File: src/hw/rtl/srma_pkg.sv
// Shared types and codes for the sparse row merge-add block.
package srma_pkg;

    localparam int COL_W   = 16;
    localparam int VAL_W   = 32;
    localparam int SUM_W   = 33;
    localparam int ENTRY_W = COL_W + VAL_W;
    localparam int NUM_W   = 7;

    typedef enum logic [1:0] {
        KIND_FIRST  = 2'd0,
        KIND_SECOND = 2'd1,
        KIND_MERGE  = 2'd2,
        KIND_NONE   = 2'd3
    } kind_t;

    typedef enum logic [3:0] {
        ST_IDLE  = 4'b0001,
        ST_READ  = 4'b0010,
        ST_CMP   = 4'b0100,
        ST_FINAL = 4'b1000
    } state_t;

    typedef struct packed {
        logic                    take_a;
        logic                    take_b;
        logic                    emit;
        logic [COL_W-1:0]        col;
        logic signed [SUM_W-1:0] val;
    } step_t;

endpackage

File: src/hw/rtl/srma_ram.sv
// Generic single-write, single-read RAM with registered read data.
module srma_ram #(
    parameter int WIDTH = 48,
    parameter int DEPTH = 32
) (
    input  logic                             clk,
    input  logic                             wr_en,
    input  logic [(DEPTH>1?$clog2(DEPTH):1)-1:0] wr_addr,
    input  logic [WIDTH-1:0]                 wr_data,
    input  logic [(DEPTH>1?$clog2(DEPTH):1)-1:0] rd_addr,
    output logic [WIDTH-1:0]                 rd_data
);

    logic [WIDTH-1:0] mem [DEPTH];
    logic [WIDTH-1:0] rd_data_reg;

    always_ff @(posedge clk)
    begin
        if (wr_en)
        begin
            mem[wr_addr] <= wr_data;
        end
        rd_data_reg <= mem[rd_addr];
    end

    assign rd_data = rd_data_reg;

endmodule

File: src/hw/rtl/srma_step.sv
// Shared compare and add unit: decides one merge step from the two head entries.
module srma_step (
    input  logic                                    a_live,
    input  logic                                    b_live,
    input  logic [srma_pkg::COL_W-1:0]              col_a,
    input  logic [srma_pkg::COL_W-1:0]              col_b,
    input  logic signed [srma_pkg::VAL_W-1:0]       val_a,
    input  logic signed [srma_pkg::VAL_W-1:0]       val_b,
    output srma_pkg::step_t                         step
);

    logic                                 a_lt;
    logic                                 b_lt;
    logic signed [srma_pkg::SUM_W-1:0]    sum;

    assign a_lt = col_a < col_b;
    assign b_lt = col_b < col_a;
    assign sum  = {val_a[srma_pkg::VAL_W-1], val_a} + {val_b[srma_pkg::VAL_W-1], val_b};

    always_comb
    begin
        step = '0;
        if (a_live && (!b_live || a_lt))
        begin
            step.take_a = 1'b1;
            step.emit   = 1'b1;
            step.col    = col_a;
            step.val    = {val_a[srma_pkg::VAL_W-1], val_a};
        end
        else if (b_live && (!a_live || b_lt))
        begin
            step.take_b = 1'b1;
            step.emit   = 1'b1;
            step.col    = col_b;
            step.val    = {val_b[srma_pkg::VAL_W-1], val_b};
        end
        else if (a_live && b_live)
        begin
            step.take_a = 1'b1;
            step.take_b = 1'b1;
            step.emit   = (sum != '0);
            step.col    = col_a;
            step.val    = sum;
        end
    end

endmodule

File: src/hw/rtl/sparse_row_merge_add_top.sv
// Top level of the sparse row merge-add block: load buffers, merge sequencer, output register.
//
// Loads (kind 0 or 1) each write one RAM entry while that buffer is not full;
// otherwise the entry is dropped and overflow is flagged. An end-of-row item starts
// the merge: every merge step is a registered RAM read of both head entries, then
// one pass through the shared compare/add unit, which waits on an output stall;
// there are at most first_count + second_count steps, and a read and a final state
// close the row. Input ready is high only while the sequencer is idle. Results go
// through one output register; the final item carries last_of_row and row_entry_count.
module sparse_row_merge_add_top #(
    parameter int ROW_CAPACITY = 32
) (
    input  logic                                clk,
    input  logic                                rst_n,
    input  logic                                in_valid,
    output logic                                in_ready,
    input  logic [1:0]                          kind,
    input  logic [srma_pkg::COL_W-1:0]          column,
    input  logic signed [srma_pkg::VAL_W-1:0]   entry_value,
    output logic                                out_valid,
    input  logic                                out_ready,
    output logic [srma_pkg::COL_W-1:0]          out_column,
    output logic signed [srma_pkg::SUM_W-1:0]   out_value,
    output logic                                entry_valid,
    output logic                                last_of_row,
    output logic [srma_pkg::NUM_W-1:0]          row_entry_count,
    output logic                                overflow
);

    localparam int AW = (ROW_CAPACITY > 1) ? $clog2(ROW_CAPACITY) : 1;
    localparam int CW = $clog2(ROW_CAPACITY + 1);
    localparam logic [CW-1:0] CAP = CW'(ROW_CAPACITY);

    srma_pkg::state_t state_reg, state_next;

    logic [CW-1:0] first_count_reg, first_count_next;
    logic [CW-1:0] second_count_reg, second_count_next;
    logic          dropped_reg, dropped_next;
    logic [CW-1:0] a_reg, a_next;
    logic [CW-1:0] b_reg, b_next;
    logic [srma_pkg::NUM_W-1:0] n_reg, n_next;
    logic          held_v_reg, held_v_next;
    logic [srma_pkg::COL_W-1:0]        held_col_reg;
    logic signed [srma_pkg::SUM_W-1:0] held_val_reg;
    logic          out_valid_reg;

    logic [srma_pkg::COL_W-1:0]        out_column_reg;
    logic signed [srma_pkg::SUM_W-1:0] out_value_reg;
    logic          entry_valid_reg;
    logic          last_reg;
    logic [srma_pkg::NUM_W-1:0] count_reg;
    logic          overflow_reg;

    logic          load_a, load_b;
    logic          accept;
    logic          a_live, b_live;
    logic          can_push;
    logic          push;
    logic          push_last;
    logic          take_held;
    logic [srma_pkg::ENTRY_W-1:0] wr_data;
    logic [srma_pkg::ENTRY_W-1:0] rd_a, rd_b;
    srma_pkg::step_t step;

    assign accept   = in_valid && in_ready;
    assign in_ready = (state_reg == srma_pkg::ST_IDLE);
    assign load_a   = accept && (kind == srma_pkg::KIND_FIRST) && (first_count_reg < CAP);
    assign load_b   = accept && (kind == srma_pkg::KIND_SECOND) && (second_count_reg < CAP);
    assign wr_data  = {column, entry_value};
    assign a_live   = a_reg < first_count_reg;
    assign b_live   = b_reg < second_count_reg;
    assign can_push = !out_valid_reg || out_ready;

    srma_ram #(.WIDTH(srma_pkg::ENTRY_W), .DEPTH(ROW_CAPACITY)) u_first_ram (
        .clk     (clk),
        .wr_en   (load_a),
        .wr_addr (first_count_reg[AW-1:0]),
        .wr_data (wr_data),
        .rd_addr (a_reg[AW-1:0]),
        .rd_data (rd_a)
    );

    srma_ram #(.WIDTH(srma_pkg::ENTRY_W), .DEPTH(ROW_CAPACITY)) u_second_ram (
        .clk     (clk),
        .wr_en   (load_b),
        .wr_addr (second_count_reg[AW-1:0]),
        .wr_data (wr_data),
        .rd_addr (b_reg[AW-1:0]),
        .rd_data (rd_b)
    );

    srma_step u_step (
        .a_live (a_live),
        .b_live (b_live),
        .col_a  (rd_a[srma_pkg::ENTRY_W-1:srma_pkg::VAL_W]),
        .col_b  (rd_b[srma_pkg::ENTRY_W-1:srma_pkg::VAL_W]),
        .val_a  (rd_a[srma_pkg::VAL_W-1:0]),
        .val_b  (rd_b[srma_pkg::VAL_W-1:0]),
        .step   (step)
    );

    always_comb
    begin
        state_next        = state_reg;
        first_count_next  = first_count_reg;
        second_count_next = second_count_reg;
        dropped_next      = dropped_reg;
        a_next            = a_reg;
        b_next            = b_reg;
        n_next            = n_reg;
        held_v_next       = held_v_reg;
        push              = 1'b0;
        push_last         = 1'b0;
        take_held         = 1'b0;
        case (state_reg)
            srma_pkg::ST_IDLE:
            begin
                if (load_a)
                begin
                    first_count_next = first_count_reg + 1'b1;
                end
                if (load_b)
                begin
                    second_count_next = second_count_reg + 1'b1;
                end
                if (accept && ((kind == srma_pkg::KIND_FIRST && !load_a)
                               || (kind == srma_pkg::KIND_SECOND && !load_b)))
                begin
                    dropped_next = 1'b1;
                end
                if (accept && kind == srma_pkg::KIND_MERGE)
                begin
                    a_next      = '0;
                    b_next      = '0;
                    n_next      = '0;
                    held_v_next = 1'b0;
                    state_next  = srma_pkg::ST_READ;
                end
            end
            srma_pkg::ST_READ:
            begin
                if (a_live || b_live)
                begin
                    state_next = srma_pkg::ST_CMP;
                end
                else
                begin
                    state_next = srma_pkg::ST_FINAL;
                end
            end
            srma_pkg::ST_CMP:
            begin
                if (!(step.emit && held_v_reg) || can_push)
                begin
                    push   = step.emit && held_v_reg;
                    a_next = a_reg + CW'(step.take_a);
                    b_next = b_reg + CW'(step.take_b);
                    if (step.emit)
                    begin
                        held_v_next = 1'b1;
                        take_held   = 1'b1;
                        n_next      = n_reg + 1'b1;
                    end
                    state_next = srma_pkg::ST_READ;
                end
            end
            srma_pkg::ST_FINAL:
            begin
                if (can_push)
                begin
                    push              = 1'b1;
                    push_last         = 1'b1;
                    first_count_next  = '0;
                    second_count_next = '0;
                    dropped_next      = 1'b0;
                    a_next            = '0;
                    b_next            = '0;
                    held_v_next       = 1'b0;
                    state_next        = srma_pkg::ST_IDLE;
                end
            end
            default:
            begin
                state_next = srma_pkg::ST_IDLE;
            end
        endcase
    end

    always_ff @(posedge clk or negedge rst_n)
    begin
        if (!rst_n)
        begin
            state_reg        <= srma_pkg::ST_IDLE;
            first_count_reg  <= '0;
            second_count_reg <= '0;
            dropped_reg      <= 1'b0;
            a_reg            <= '0;
            b_reg            <= '0;
            n_reg            <= '0;
            held_v_reg       <= 1'b0;
            out_valid_reg    <= 1'b0;
        end
        else
        begin
            state_reg        <= state_next;
            first_count_reg  <= first_count_next;
            second_count_reg <= second_count_next;
            dropped_reg      <= dropped_next;
            a_reg            <= a_next;
            b_reg            <= b_next;
            n_reg            <= n_next;
            held_v_reg       <= held_v_next;
            if (push)
            begin
                out_valid_reg <= 1'b1;
            end
            else if (out_ready)
            begin
                out_valid_reg <= 1'b0;
            end
        end
    end

    always_ff @(posedge clk)
    begin
        if (take_held)
        begin
            held_col_reg <= step.col;
            held_val_reg <= step.val;
        end
        if (push)
        begin
            // an empty row sends one item with no entry
            out_column_reg  <= held_v_reg ? held_col_reg : '0;
            out_value_reg   <= held_v_reg ? held_val_reg : '0;
            entry_valid_reg <= held_v_reg;
            last_reg        <= push_last;
            count_reg       <= (push_last && held_v_reg) ? n_reg : '0;
            overflow_reg    <= dropped_reg;
        end
    end

    assign out_valid       = out_valid_reg;
    assign out_column      = out_column_reg;
    assign out_value       = out_value_reg;
    assign entry_valid     = entry_valid_reg;
    assign last_of_row     = last_reg;
    assign row_entry_count = count_reg;
    assign overflow        = overflow_reg;

    assert property (@(posedge clk) disable iff (!rst_n)
        (a_reg <= first_count_reg) && (b_reg <= second_count_reg))
        else $error("merge pointer ran past buffer fill");

    assert property (@(posedge clk) disable iff (!rst_n)
        (state_reg == srma_pkg::ST_FINAL && can_push)
        |=> (first_count_reg == '0 && second_count_reg == '0 && !dropped_reg))
        else $error("row state not cleared after merge");

    assert property (@(posedge clk) disable iff (!rst_n)
        (state_reg != srma_pkg::ST_IDLE)
        |-> (n_reg <= srma_pkg::NUM_W'(a_reg) + srma_pkg::NUM_W'(b_reg)))
        else $error("emitted count exceeds consumed entries");

    assert property (@(posedge clk) disable iff (!rst_n)
        push |-> can_push)
        else $error("result overwritten before transfer");

endmodule
File: config.mk
export PLATFORM = sky130hd
export DESIGN_NAME = sparse_row_merge_add_top
export DESIGN_NICKNAME = d
export VERILOG_FILES = /design/src/hw/rtl/srma_pkg.sv /design/src/hw/rtl/srma_ram.sv /design/src/hw/rtl/srma_step.sv /design/src/hw/rtl/sparse_row_merge_add_top.sv
export SDC_FILE = /design/constraint.sdc
export NUM_CORES = 2
export LEC_CHECK = 0
export BUFFER_PORTS_ARGS = -buffer_cell sky130_fd_sc_hd__buf_2
export CAP_MARGIN = 5
export CORE_MARGIN = 5
export CORE_UTILIZATION = 55
export DETAILED_ROUTE_END_ITERATION = 7
export GPL_TIMING_DRIVEN = 0
export PLACE_DENSITY_LB_ADDON = 0.25
export SLEW_MARGIN = 40
export SYNTH_ARGS = -nofsm -noshare
export SYNTH_HDL_FRONTEND = slang
export SYNTH_SLANG_ARGS = --single-unit
export TNS_END_PERCENT = 20
File: constraint.sdc
create_clock -name clk -period 5.7 [get_ports clk]
set_clock_uncertainty 0.15 [all_clocks]
set_input_delay 0.57 -clock clk [delete_from_list [all_inputs] [get_ports clk]]
set_output_delay 0.57 -clock clk [all_outputs]
set_load 0.02 [all_outputs]
==> flow_summary.json <==
{
  "status": "finished, violations left",
  "violations": "design-rule violations",
  "synth_flop_cell": "edfxtp_1",
  "fmax_mhz": 183.7,
  "avgViaCountPerCell": 6.568,
  "crit_fanout": 17,
  "grt_pass1_wl_mm": 459.6,
  "fillCellCount": 14470,
  "io_buffers": 114,
  "worst-path-buf-inv": 5,
  "post-cts-setup-buffers": 0,
  "cp_cell_sequence": "ha_1 -> inv_1 -> fa_1 -> nand2b_1 -> a211oi_4 -> nor2_1 -> xnor2_1 -> nor4_1 -> and4_1 -> nand4_1 -> nor4_4 -> clkbuf_8 -> nor3_1 -> clkbuf_2 -> a21oi_1 -> nor2_4 -> buf_8 -> buf_8",
  "clock_latency_ps": 950,
  "hp-class": "in -> reg",
  "path_delay_family": "simple AND/OR/NAND/NOR gates",
  "gp_congestion": 0.8562,
  "drive_above_1_share_pct": 33.08,
  "hold_viol_final": 0,
  "peakVddDrop_uv": 209.0,
  "worst_path_largest_cell_delay_ps": 650,
  "drt_iter0_markers": 8704,
  "worst_ep_arrival_time_ps": 5970,
  "first_pass_iters": 8,
  "place_inst": 8827,
  "max-cap-violations": 0,
  "grt_max_degree": 65,
  "synth-edff-count": 3180,
  "yosys.cell_types.count": 81,
  "worstPathRequired_ps": 6220,
  "seqCellArea_sq_um": 98370,
  "fin_cells": 9463,
  "drcViolationCount": 4,
  "crit_path_end_kind": "flop",
  "multi_input_area_sq_um": 28220,
  "crit_path_top_delay_cell": "nor4_1",
  "r2r_slack_ps": 260,
  "nets": 6316,
  "dp_hpwl_mm": 215.6,
  "coreArea_sq_um": 230100,
  "fin_util_pct": 64.41,
  "fin_hold_ws_ps": 40.53,
  "clockRootBuffer": "clkbuf_16",
  "ys_warn_count": 0,
  "worst_slew_pin_slew_ps": 902.5,
  "clkTransAtPathRegs_ps": 60,
  "start_util_pct": 55.29,
  "synth-async-reset-ratio_pct": 1.147,
  "p_per_area_nw_per_um2": 346.8,
  "grt_overflow": 0,
  "dieArea_sq_um": 241100,
  "num_rows": 176,
  "relSlewSlack_pct": 39.83,
  "startpoint_type": "flop",
  "totalWireLength_mm": 318.9,
  "ios": 115,
  "slew_viol_final": 0,
  "critPathKind": "reg -> reg",
  "fin_setup_tns_ps": 0,
  "post_dp_cell_area_sq_um": 137100,
  "setup_viol": 0,
  "cts_tree": "yes",
  "die_height_um": 491.0,
  "antenna_found_initial": 6,
  "cts_max_level": 5,
  "die_width_um": 491.0,
  "cts_buffer_depth": 4,
  "syn_avg_cell_area_sq_um": 23.31,
  "period_minus_slack_ps": 5443,
  "grt_usage_pct": 26.66,
  "area_growth_pct": 16.50,
  "largest_registers": "u_first_ram.mem (1536), u_second_ram.mem (1536)",
  "ys_seq_area_share_pct": 77.31,
  "design_area_sq_um": 148200,
  "grt_pass1_vias": 63030,
  "avgRoutedWirePerCell_um": 33.70,
  "finalCritPeriodShare_pct": 95.49,
  "ant_nets": 0,
  "p_leak_nw": 46.15,
  "synth_area_sq_um": 127200,
  "synth_cells": 5458,
  "crit_top_cell": "buf_8",
  "rsz0062_at_grt": "no",
  "cts_buffers": 335,
  "vias": 62150,
  "clock_sinks": 3314,
  "ys_ff_latch": 3314,
  "synth_nets": 5584
}
[routing by layer]
metal,GRT usage (%),part of all wire (%),vias up
met2,41.06,47,3575
met4,8.858,3.5,0
met1,39.17,40,33260
met5,0,0,-
met3,5.306,9.5,526
li1,-,-,24790
[cells in the mapped netlist, types with 3 or more instances]
cell,number,share of area [%]
edfxtp_1,3180,75
mux4_2,960,17
clkbuf_1,190,0.56
nand2_1,118,0.35
nor2_1,106,0.31
dfxtp_1,96,1.5
mux2_2,96,0.85
buf_1,72,0.21
ha_1,71,0.70
o21ai_0,67,0.26
and2_1,50,0.25
a21oi_1,48,0.19
inv_1,43,0.13
dfrtp_1,37,0.73
nand3_1,34,0.13
xnor2_1,22,0.15
and3_1,21,0.10
o211ai_1,19,0.11
a22oi_1,17,0.10
a22o_1,16,0.11
nor3_1,16,0.063
nand4_1,15,0.074
o31ai_1,10,0.059
or3_1,9,0.044
a211oi_1,8,0.047
nand2b_1,8,0.039
o21ai_1,8,0.031
a21o_1,7,0.041
mux2i_1,6,0.047
nor2b_1,6,0.030
o31a_1,6,0.041
a21boi_0,5,0.030
and4_1,5,0.034
o21a_1,5,0.030
xor2_1,5,0.034
a211oi_2,3,0.030
a31o_2,3,0.021
a31oi_1,3,0.015
buf_2,3,0.012
nor3b_1,3,0.018
o211a_1,3,0.024
o21ba_2,3,0.024
or2_2,3,0.015
[where the power goes]
| group | total [mW] | switching [mW] | internal [mW] | leakage, nW |
|---|---|---|---|---|
| Clock | 21.3 | 8.86 | 12.4 | 5.14 |
| Combinational | 3.23 | 1.92 | 1.31 | 11.2 |
| Sequential | 26.9 | 0.0777 | 26.8 | 29.8 |
| Total | 51.4 | 10.9 | 40.5 | 46.2 |
[cells in the final DEF (no fill, tap or decap), drive strengths merged, types with 27 or more instances in the layout]
cell type       n
a21oi          50
and2           51
buf           419
bufinv         27
clkbuf        622
clkinv        112
dfrtp          37
dfxtp          96
dlygate4sd3    50
edfxtp       3180
ha             71
inv            48
mux2           96
mux4          960
nand2         118
nand3          34
nor2          107
o21ai          76
[worst paths after layout]
| kind | from | to | cells after the start |
|---|---|---|---|
| setup / recovery | u_second_ram.rd_data[0] | out_value[24] | 18 |
| hold / removal | entry_value[13] | u_first_ram.mem[17][13] | 1 |
| setup reg to reg | u_second_ram.rd_data[0] | out_value[24] | 18 |
| hold reg to reg | n_reg[0] | n_reg[0] | 1 |
| max in group asynchronous | rst_n | second_count_reg[4] | 4 |
| min in group asynchronous | rst_n | state_reg[0] | 3 |
[per-stage QoR]
| step | setup slack (ps) | power [mW] |
|---|---|---|
| 3_3_place_gp | -2781 | 30.50 |
| 4_1_cts | 48.04 | 51.69 |
| 2_1_floorplan | 558.3 | 29.35 |
| 5_1_grt | 115.0 | 53.00 |
| 3_5_place_dp | -8.633 | 30.59 |
| 6_report | 257.3 | 51.41 |
[cell families (layout without fill, tap and decap cells)]
kind of cell               after synthesis  in the layout  synth area share [%]
adders and majority gates               72             72                0.7139
AOI/OAI and AO/OA                      263            263                 1.404
xor gates and xnor gates                27             27                0.1858
and+or+nand+nor                        410            410                 1.580
DFF                                   3314           3314                 77.31
other                                    0              2                     0
buffers and inverters                  310           1287                0.9175
muxes                                 1062           1062                 17.89
[what timing repair did]
action	4_1_cts	5_1_grt
pin swaps	1	0
endpoints found under the hold margin	1851	0
hold buffers	51	0
gates cloned	0	0
setup endpoints to repair	17	17
gates resized for setup	0	3
[area by class of cell]
class | instances | area share [%]
Clock buffer | 431 | 6.128
Inverter | 45 | 0.1156
Multi-Input combinational cell | 1834 | 19.04
Tap cell | 3026 | 2.554
Antenna cell | 2 | 0.003376
Timing Repair Buffer | 395 | 4.005
Sequential cell | 3314 | 66.36
Clock inverter | 151 | 0.9682
Buffer | 265 | 0.8239
Note: power is estimated with default switching activity, not from simulation.
